[config.mk]
export PLATFORM = sky130hd
export DESIGN_NAME = quoted_token_splitter
export DESIGN_NICKNAME = d
export VERILOG_FILES = /design/src/sv/qts_pkg.sv /design/src/sv/qts_lexer.sv /design/src/sv/qts_rq.sv /design/src/sv/quoted_token_splitter.sv
export SDC_FILE = /design/constraint.sdc
export NUM_CORES = 1
export LEC_CHECK = 0
export ABC_AREA = 1
export BUFFER_PORTS_ARGS = -buffer_cell sky130_fd_sc_hd__buf_2
export CAP_MARGIN = 10
export CORE_UTILIZATION = 45
export DETAILED_ROUTE_END_ITERATION = 12
export GPL_TIMING_DRIVEN = 1
export PLACE_DENSITY = 0.61
export SYNTH_ARGS = -nofsm -noshare
export SYNTH_HDL_FRONTEND = slang
export SYNTH_SLANG_ARGS = --single-unit
[constraint.sdc]
create_clock -name i_clk -period 4.45 [get_ports i_clk]
set_input_delay 0.89 -clock i_clk [delete_from_list [all_inputs] [get_ports i_clk]]
set_output_delay 0.89 -clock i_clk [all_outputs]
set_load 0.02 [all_outputs]
[src/sv/qts_pkg.sv]
// ----------------------------------------------------------------------------
// qts_pkg: shared types and constants for the quoted token splitter
// Character codes, payload structs and the lexer-to-queue bundle.
// ----------------------------------------------------------------------------
`default_nettype none

package qts_pkg;

    // character codes
    localparam logic [7:0] CHAR_BACKSLASH = 8'h5C;
    localparam logic [7:0] CHAR_HASH      = 8'h23;
    localparam logic [7:0] CHAR_QUOTE     = 8'h22;
    localparam logic [7:0] CHAR_SPACE     = 8'h20;
    localparam logic [7:0] CHAR_TAB       = 8'h09;
    localparam logic [7:0] CHAR_CR        = 8'h0D;

    // result queue geometry
    localparam int RQ_DEPTH  = 4;
    localparam int RQ_AW     = $clog2(RQ_DEPTH);
    localparam int RQ_CW     = $clog2(RQ_DEPTH + 1);
    localparam int MAX_RES   = 2;
    localparam int RES_CW    = $clog2(MAX_RES + 1);

    typedef struct packed {
        logic [7:0] in_byte;
        logic       line_end;
    } t_in_item;

    typedef struct packed {
        logic [7:0] out_byte;
        logic       has_char;
        logic       token_end;
        logic       is_comment;
        logic       last_result;
    } t_out_item;

    typedef struct packed {
        logic in_quotes;
        logic token_open;
        logic held_backslash;
        logic in_comment;
    } t_lex_state;

    // results of one byte, handed to the result queue
    typedef struct packed {
        logic                    push;
        logic [RES_CW-1:0]       count;
        t_out_item [MAX_RES-1:0] item;
    } t_lex_out;

endpackage

`default_nettype wire

[src/sv/qts_lexer.sv]
// ----------------------------------------------------------------------------
// qts_lexer: per-byte tokeniser step
// Holds the quote/token/backslash/comment flags and turns one byte into
// up to two result items.
// ----------------------------------------------------------------------------
`default_nettype none

module qts_lexer (
    input  wire logic              i_clk,
    input  wire logic              i_rst_n,
    input  wire logic              i_advance,
    input  wire qts_pkg::t_in_item i_item,
    output qts_pkg::t_lex_out      o_res
);

    qts_pkg::t_lex_state r_state;
    qts_pkg::t_lex_state n_state;

    function automatic qts_pkg::t_out_item mk_item(
        input logic [7:0] byte_v,
        input logic       has_v,
        input logic       end_v,
        input logic       com_v
    );
        qts_pkg::t_out_item it;
        it.out_byte    = has_v ? byte_v : 8'h00;
        it.has_char    = has_v;
        it.token_end   = end_v;
        it.is_comment  = com_v;
        it.last_result = 1'b0;
        return it;
    endfunction

    always_comb begin
        logic [7:0]                    b;
        logic                          le;
        logic                          blank;
        logic                          normal;
        logic [qts_pkg::RES_CW-1:0]    n;
        qts_pkg::t_out_item [qts_pkg::MAX_RES-1:0] res;
        qts_pkg::t_out_item            close_it;

        b        = i_item.in_byte;
        le       = i_item.line_end;
        blank    = (b == qts_pkg::CHAR_SPACE) ||
                   ((b >= qts_pkg::CHAR_TAB) && (b <= qts_pkg::CHAR_CR));
        normal   = 1'b1;
        n        = '0;
        res      = '0;
        close_it = mk_item(8'h00, 1'b0, 1'b1, 1'b0);
        n_state  = r_state;

        if (r_state.in_comment) begin
            res[0] = mk_item(b, 1'b1, le, 1'b1);
            n      = 2'd1;
            if (le) begin
                n_state = '0;
            end
        end else begin
            if (r_state.held_backslash) begin
                n_state.held_backslash = 1'b0;
                n_state.token_open     = 1'b1;
                if (b == qts_pkg::CHAR_QUOTE) begin
                    res[0] = mk_item(qts_pkg::CHAR_QUOTE, 1'b1, 1'b0, 1'b0);
                    normal = 1'b0;
                end else begin
                    res[0] = mk_item(qts_pkg::CHAR_BACKSLASH, 1'b1, 1'b0, 1'b0);
                end
                n = 2'd1;
            end
            if (normal) begin
                if (!r_state.in_quotes && blank) begin
                    if (n_state.token_open) begin
                        if (n != 2'd2) begin
                            res[n[0]] = close_it;
                            n = n + 2'd1;
                        end
                        n_state.token_open = 1'b0;
                    end
                end else if (b == qts_pkg::CHAR_BACKSLASH && r_state.in_quotes && !le) begin
                    n_state.held_backslash = 1'b1;
                end else if (b == qts_pkg::CHAR_HASH && !r_state.in_quotes) begin
                    if (n_state.token_open) begin
                        if (n != 2'd2) begin
                            res[n[0]] = close_it;
                            n = n + 2'd1;
                        end
                        n_state.token_open = 1'b0;
                    end
                    if (!le) begin
                        if (n != 2'd2) begin
                            res[n[0]] = mk_item(qts_pkg::CHAR_HASH, 1'b1, 1'b0, 1'b1);
                            n = n + 2'd1;
                        end
                        n_state.in_comment = 1'b1;
                    end
                end else if (b == qts_pkg::CHAR_QUOTE) begin
                    n_state.in_quotes = !r_state.in_quotes;
                end else begin
                    if (n != 2'd2) begin
                        res[n[0]] = mk_item(b, 1'b1, 1'b0, 1'b0);
                        n = n + 2'd1;
                    end
                    n_state.token_open = 1'b1;
                end
            end
            if (le) begin
                if (n_state.token_open) begin
                    // tag the last character, else add an explicit close
                    if (n != 2'd0 && res[n[1]].has_char) begin
                        res[n[1]].token_end = 1'b1;
                    end else if (n != 2'd2) begin
                        res[n[0]] = close_it;
                        n = n + 2'd1;
                    end
                end
                n_state = '0;
            end
        end

        if (n != 2'd0) begin
            res[n[1]].last_result = 1'b1;
        end

        o_res.push  = i_advance && (n != 2'd0);
        o_res.count = n;
        o_res.item  = res;
    end

    always_ff @(posedge i_clk) begin
        if (!i_rst_n) begin
            r_state <= '0;
        end else if (i_advance) begin
            r_state <= n_state;
        end
    end

endmodule

`default_nettype wire

[src/sv/qts_rq.sv]
// ----------------------------------------------------------------------------
// qts_rq: result queue
// Takes up to two results per cycle, hands out one per transfer.
// ----------------------------------------------------------------------------
`default_nettype none

module qts_rq (
    input  wire logic               i_clk,
    input  wire logic               i_rst_n,
    input  wire qts_pkg::t_lex_out  i_res,
    output logic                    o_room,
    output logic                    o_out_valid,
    input  wire logic               i_out_stall,
    output qts_pkg::t_out_item      o_out_data
);

    qts_pkg::t_out_item r_mem [qts_pkg::RQ_DEPTH];
    logic [qts_pkg::RQ_AW-1:0] r_wr_ptr;
    logic [qts_pkg::RQ_AW-1:0] r_rd_ptr;
    logic [qts_pkg::RQ_CW-1:0] r_count;
    logic [qts_pkg::RQ_AW-1:0] wr_ptr1;
    logic                      pop;
    logic [qts_pkg::RQ_CW-1:0] push_n;

    assign wr_ptr1     = r_wr_ptr + 1'b1;
    assign pop         = (r_count != '0) && !i_out_stall;
    assign push_n      = i_res.push ? qts_pkg::RQ_CW'(i_res.count) : '0;
    assign o_room      = r_count <= qts_pkg::RQ_CW'(qts_pkg::RQ_DEPTH - qts_pkg::MAX_RES);
    assign o_out_valid = r_count != '0;
    assign o_out_data  = r_mem[r_rd_ptr];

    always_ff @(posedge i_clk) begin
        if (i_res.push) begin
            r_mem[r_wr_ptr] <= i_res.item[0];
            if (i_res.count == 2'd2) begin
                r_mem[wr_ptr1] <= i_res.item[1];
            end
        end
    end

    always_ff @(posedge i_clk) begin
        if (!i_rst_n) begin
            r_wr_ptr <= '0;
            r_rd_ptr <= '0;
            r_count  <= '0;
        end else begin
            r_wr_ptr <= r_wr_ptr + qts_pkg::RQ_AW'(push_n);
            if (pop) begin
                r_rd_ptr <= r_rd_ptr + 1'b1;
            end
            r_count <= r_count + push_n - qts_pkg::RQ_CW'(pop);
        end
    end

endmodule

`default_nettype wire

[src/sv/quoted_token_splitter.sv]
// ----------------------------------------------------------------------------
// quoted_token_splitter: splits a byte stream line into quoted tokens
// Path: a byte's results pass the input register, then the result queue.
// Throughput: one byte per cycle while the queue has room; two results of a
// byte leave one per transfer via the one-wide port behind a 4-entry queue.
// Reset (synchronous, active low) clears the flags, input register and queue.
// ----------------------------------------------------------------------------
`default_nettype none

module quoted_token_splitter (
    input  wire logic               i_clk,
    input  wire logic               i_rst_n,
    // byte input
    input  wire logic               i_in_valid,
    output logic                    o_in_stall,
    input  wire qts_pkg::t_in_item  i_in_data,
    // result output, one result item per transfer
    output logic                    o_out_valid,
    input  wire logic               i_out_stall,
    output qts_pkg::t_out_item      o_out_data
);

    // Input register: holds the byte being tokenised this cycle.
    logic              r_in_valid;
    qts_pkg::t_in_item r_in_item;

    logic              room;      // queue can take a two-result byte
    logic              advance;   // registered byte is consumed
    qts_pkg::t_lex_out lex_res;

    // The byte moves on only when the queue has room for its worst case,
    // so the lexer never has to hold partial results.
    assign advance    = r_in_valid && room;
    assign o_in_stall = r_in_valid && !room;

    always_ff @(posedge i_clk) begin
        if (!i_rst_n) begin
            r_in_valid <= 1'b0;
        end else if (!o_in_stall) begin
            r_in_valid <= i_in_valid;
        end
    end

    // payload needs no reset
    always_ff @(posedge i_clk) begin
        if (i_in_valid && !o_in_stall) begin
            r_in_item <= i_in_data;
        end
    end

    // Tokeniser step: flags plus up to two results per byte.
    qts_lexer u_lexer (
        .i_clk     (i_clk),
        .i_rst_n   (i_rst_n),
        .i_advance (advance),
        .i_item    (r_in_item),
        .o_res     (lex_res)
    );

    // Result queue decouples the two-wide result burst from the output port.
    qts_rq u_rq (
        .i_clk       (i_clk),
        .i_rst_n     (i_rst_n),
        .i_res       (lex_res),
        .o_room      (room),
        .o_out_valid (o_out_valid),
        .i_out_stall (i_out_stall),
        .o_out_data  (o_out_data)
    );

endmodule

`default_nettype wire
* After elaboration in Yosys (flattened, before gate mapping) *
Memories as Yosys holds them, arrays and structs flattened. A register that Yosys moved wholly into a read port is not among the register bits.
Cells that the tools add are included.

word-level totals
  bits in writable memories = 48
  flip-flop bits (word level) = 21
  memories kept = 1
  input port bits = 13

memory list
  name        depth  bits a word  rd ports  clocked after memory_dff  write ports  line          RTL
  u_rq.r_mem  4      12           1         1                         2            qts_rq.sv:17  qts_pkg::t_out_item r_mem [qts_pkg::RQ_DEPTH];

cells by class
  order comparisons = 13
  add/subtract/negate cells = 8
  equal/unequal tests = 12
  bitwise gates (word level) = 9
  reductions and logical operators = 29
  mux-type cells = 93

operator list
  kind                                                                                 count
  24-bit 2-to-1 mux                                                                    21
  12-bit 2-to-1 mux                                                                    7
  24-bit bitwise mux                                                                   3
  12-bit demux with 1-bit select                                                       5
  2-bit 2-to-1 mux                                                                     28
  22-bit inverter                                                                      2
  4-bit 2-to-1 mux                                                                     7
  8-bit by 6-bit == test with 1-bit output, second input constant                      3
  11-bit by 22-bit AND with 22-bit output                                              1
  22-bit AND                                                                           1
  1-bit 2-to-1 mux                                                                     20
  1-bit logical AND                                                                    16
  14-bit AND                                                                           1
  2-bit inequality test, second input constant                                         7
  14-bit inverter                                                                      1
  11-bit 2-to-1 mux                                                                    1
  2-bit by 1-bit adder with 2-bit output, second input constant                        5
  1-bit by 2-bit less-than comparator with 1-bit output, second input constant         5
  10-bit OR                                                                            1
  8-bit by 7-bit == test with 1-bit output, second input constant                      1
  8-bit by 4-bit greater-or-equal comparator with 1-bit output, second input constant  1
  8-bit by 4-bit less-or-equal comparator with 1-bit output, second input constant     1
  2-bit nonzero test                                                                   4
  7-bit AND reduction                                                                  1
  other kinds (13)                                                                     21

* Longest topological paths before layout *
  depth after elaboration = 36
  gate-level depth with buffers = 22
  mapped depth without buffers = 21

* By module *
From an unflattened synthesis, not the netlist that was laid out.

second synthesis, totals
  cells, all modules = 563
  area total of the unflattened synthesis = 4,525.6 um^2

by module, submodules not included
  module                 seq. area each (um^2)  cells an instance  area an instance (um^2)  instances
  qts_rq                 1,621.6                310                2,900.3                  1
  qts_lexer              80.1                   234                1,295.0                  1
  quoted_token_splitter  290.3                  19                 330.3                    1

* Least setup slack after synthesis *
No wires, ideal clock.

  path type = register to register
  start point = register r_in_item[8] (netlist name)
  end point = register u_rq.r_count[2] (netlist name)
  cell stages (with the launch flop) = 23
  period minus slack after synthesis = 3.505 ns
  setup slack = 0.945 ns
  required time = 4.330 ns
  data arrival time = 3.385 ns
  cells stage by stage = edfxtp_1 inv_2 nand2_1 nor2_4 nand3_1 inv_1 ha_1 buf_2 clkinv_1 nand2_2 nand2_1 nand2_2 inv_2 nor2_4 nand2_2 nand3_2 nand3_4 ha_1 inv_1 fa_1 xor2_1 o21ai_0 a21oi_1

between the ends
  longest elaborated chain between the ends = 19
  elaborated cells on any way between the ends = 49
  classes of those cells = add/sub (3); order compare (2); eq/ne (5); mux (29); reduce/logical (10)

RTL lines
  what                                                                                                                   line                         RTL
  from (decl)                                                                                                            quoted_token_splitter.sv:25  qts_pkg::t_in_item r_in_item;
  from (signal assigned)                                                                                                 quoted_token_splitter.sv:47  r_in_item <= i_in_data;
  parallel branches: the longest is 12 deep, another holds 8-bit by 4-bit greater-or-equal comparator with 1-bit output  --
  2-bit 2-to-1 mux *                                                                                                     qts_lexer.sv:107             if (le) begin
  2-bit 2-to-1 mux *                                                                                                     qts_lexer.sv:53              if (r_state.in_comment) begin
  2-bit nonzero test                                                                                                     qts_lexer.sv:125             o_res.push = i_advance && (n != 2'd0);
  1-bit logical AND                                                                                                      qts_lexer.sv:125
  2-bit 2-to-1 mux *                                                                                                     qts_rq.sv:27                 assign push_n = i_res.push ? qts_pkg::RQ_CW'(i_res.count) : '0;
  3-bit adder *                                                                                                          qts_rq.sv:51                 r_count <= r_count + push_n - qts_pkg::RQ_CW'(pop);
  3-bit by 1-bit subtractor with 3-bit output *                                                                          qts_rq.sv:51
  to (signal assigned)                                                                                                   qts_rq.sv:51
  to (decl)                                                                                                              qts_rq.sv:20                 logic [qts_pkg::RQ_CW-1:0] r_count;

Every way passes the cells marked *. The select of a mux whose other input is x is not followed.
A chain may end at the register's enable or synchronous reset.

==> impl_metrics.yaml <==
status:
  outcome: "finished clean"
grt:
  grt_usage_pct: 23.9
  grt_first_pass_wirelength_mm: 18.6
  grt_pass1_vias: 3680
  globalRoute.totalOverflow: 0
  grt_max_degree: 33
  antenna_found_initial: 0
placed_design:
  port_buffers: 26
  dp_hpwl_mm: 8.36
  globalplace.congestion: 0.976
  pre_cts_ws_ns: 0.461
setup_path:
  worst-r2r-cell-count: 18
  start_point_of_the_critical_path: "r_in_item[7]"
  timing.rr.end: "u_rq.r_mem[0][4]"
  regToRegStartpoint: "r_in_item[7]"
  timing.critical_path.arrival_ns: 4.06
  highest_fanout_seen_on_the_critical_path: 17
  worstPathRequired_ns: 4.44
  timing_worst_setup_path_type: "register to register"
  end_kind: "register"
  r2r_setup_slack_ns: 0.38
  startpoint_type: "register"
  worst_setup_path_endpoint: "u_rq.r_mem[0][4]"
timing:
  layout_min_cycle_time_ns: 4.07
  fin_ws_ns: 0.379
  totalNegativeSetupSlack_ns: 0
  finalHoldViolations: 0
  skew_ns: 0.0117
  post-route-period-util_pct: 91.5
  setup_viol: 0
  finalMaxSlewViolations: 0
  achievable-frequency_mhz: 246
  tightestPinTransition_ns: 0.993
  worst_slew_margin_rel_pct: 33.5
  rsz0062_at_grt: "no"
power_and_ir_drop:
  power.internal_mw: 1.24
  netSwitchingFraction_pct: 36.7
  leakage_nw: 2.17
  pwrdens_nw_per_um2: 410
  net-switching-power_uw: 722
  vdd.ir_drop.worst_uv: 166
  share_seq_of_total_power_pct: 43.0
  power.share.clock_pct: 25.9
  power.share.combinational_pct: 31.1
finish:
  layout-area-overhead-vs-synth_pct: 9.02
  layout_commonest_cell: "nand2_1"
  layout_common_cells: "nand2_1 (161), nor2_1 (65), nand3_1 (65)"
  finalCoreUtilization_pct: 51.1
  multiInputGateArea_um2: 2040
  layout-drive-gt1-share_pct: 12.7
  antenna_cells_inserted: 0
  final-seq-area_um2: 1990
  finalNetCount: 618
  fillCellCount: 936
clock_tree:
  worst_setup_hold_path_clk_slew_ns: 0.08
  cts.repair_timing.setup_buffer_count: 0
  numCtsBuffers: 9
  numClockSinks: 71
  cts_tree: "yes"
  root_buffer: "clkbuf_8"
  post_cts_hold_buffer_count: 0
  cts_htree_levels: 3
  max-clock-path-buffers: 2
  cts_resized: 0
  clkLatencyLatePin_ns: 0.35
drt:
  route.detailed.drc: 0
  detail-route-antenna-nets: 0
  route.met3.wl_um: 595
  route.detailed.wl_per_inst_um: 15.4
  wl_met2_mm: 5.18
  drt-total-wl_mm: 11.2
  post_drt_via_cell_ratio: 5.37
  vias: 3912
  drt_first_pass_iters: 5
  top_signal_layer_used: "met4"
  drtIter0Drc: 222
  met1Wirelength_mm: 5.15
logic_synthesis:
  seq_area_frac_synth_pct: 45.3
  count_of_different_cell_masters_after_synthesis: 35
  netlist_area_um2: 4400
  synth-seq-cells: 71
  total_number_of_yosys_warnings: 0
  synth_nets: 598
  syn-instance-count: 576
  syn-mean-instance-area_um2: 7.63
floorplanning:
  core_um2: 9370
  ios: 27
  placement_rows: 35
  initial_core_util_pct: 46.9
  floorplan.die_area_um2: 10200
  chipWidth_um: 101
  dieHeight_um: 101
worst_hold_path:
  timing.hold.worst.class: "register to register"
flow_run:
  max-cap-violations: 0
## how the worst min path moves through the flow
stage	slack, ns	cells after the start	from	end
2_1_floorplan	0.44	2	u_rq.r_rd_ptr[1]	register
3_3_place_gp	0.46	2	u_rq.r_rd_ptr[1]	u_rq.r_rd_ptr[1]
3_5_place_dp	0.46	2	u_rq.r_rd_ptr[1]	u_rq.r_rd_ptr[1]
4_1_cts	0.47	2	u_rq.r_rd_ptr[1]	register
5_1_grt	0.49	2	u_rq.r_rd_ptr[1]	register
6_report	0.47	2	u_rq.r_rd_ptr[1]	register
## through the flow
step	area [um^2]	total power [mW]	hold WS (ns)	std cells
finish	4790	1.97	0.470	729
global route	4790	2.09	0.489	729
CTS	4790	1.98	0.472	729
detailed placement	4610	1.47	0.457	714
global placement	4610	1.46	0.456	714
floorplan	4400	1.29	0.436	576
## routing by layer
metal,track usage [%],vias to the layer above
li1,-,1963
met1,32.1,1771
met2,37.8,148
met3,4.58,30
met4,9.81,0
met5,0,-
## cell families (layout without fill, tap and decap cells)
family	Yosys count	in the layout	share of synthesized area [%]
flops	71	71	45.3
xor+xnor	2	2	0.399
compound gates	90	90	11.8
simple gates	318	318	31.5
fa+ha+maj	9	9	2.73
buf+inv	86	110	8.26
## worst max-delay path, cell delays in order, from the launching register on
cell and delay, ns:
edfxtp_1 0.48, inv_2 0.09, nand2_1 0.08, nor2_4 0.18
nand3_1 0.13, inv_1 0.12, ha_1 0.36, clkinv_1 0.34
nand2_2 0.17, nand2_1 0.08, nand2_2 0.09, inv_2 0.06
nor2_4 0.15, nand2_2 0.10, nand3_2 0.10, nand3_4 0.09
nor2_4 0.33, nand2_2 0.25, nand2_1 0.49
## final cells by class
type,count,area share [%]
multi-input cells,419,42.6
inverters,63,4.93
clock inverters,6,1.31
repair buffers,32,3.66
well taps,129,3.37
flip-flops and latches,71,41.6
clock buffers,9,2.58
## synthesized netlist by cell type
| cell | n | area (um^2) |
|---|---|---|
| a211oi_1 | 2 | 15.0 |
| a21oi_1 | 23 | 115 |
| a21oi_4 | 2 | 32.5 |
| a221oi_1 | 1 | 8.76 |
| a311oi_1 | 1 | 8.76 |
| buf_2 | 2 | 10.0 |
| buf_4 | 4 | 30.0 |
| buf_6 | 3 | 33.8 |
| clkbuf_1 | 14 | 52.6 |
| clkinv_1 | 2 | 7.51 |
| dfxtp_1 | 14 | 280 |
| edfxtp_1 | 57 | 1710 |
| fa_1 | 1 | 20.0 |
| ha_1 | 8 | 100 |
| inv_1 | 50 | 188 |
| inv_2 | 11 | 41.3 |
| nand2_1 | 161 | 604 |
| nand2_2 | 7 | 43.8 |
| nand3_1 | 65 | 325 |
| nand3_2 | 1 | 10.0 |
| nand3_4 | 1 | 17.5 |
| nand3b_4 | 1 | 20.0 |
| nand4_1 | 10 | 62.6 |
| nor2_1 | 65 | 244 |
| nor2_2 | 2 | 12.5 |
| nor2_4 | 3 | 33.8 |
| nor3_1 | 1 | 5.00 |
| nor4_1 | 1 | 6.26 |
| o21ai_0 | 40 | 200 |
| o21ai_2 | 1 | 8.76 |
| o221ai_1 | 1 | 8.76 |
| o22ai_1 | 18 | 113 |
| o31ai_1 | 1 | 7.51 |
| xnor2_1 | 1 | 8.76 |
| xor2_1 | 1 | 8.76 |
## sequential cells by signal, summed over array words and instances, names as in the netlist, named ones only
register / count
u_rq.r_count: 3
u_rq.r_mem: 48
u_rq.r_wr_ptr: 2
r_in_item: 9
u_rq.r_rd_ptr: 2
r_in_valid: 1
u_lexer.r_state: 4
## power groups by stage
stage	Sequential (mW)	Combinational [mW]	Clock, mW
after floorplan	0.848	0.444	0
after global placement	0.859	0.600	0
after detailed placement	0.860	0.611	0
after CTS	0.845	0.613	0.521
after global routing	0.853	0.690	0.544
final	0.845	0.611	0.510
Power figures use the tool's default switching activity.
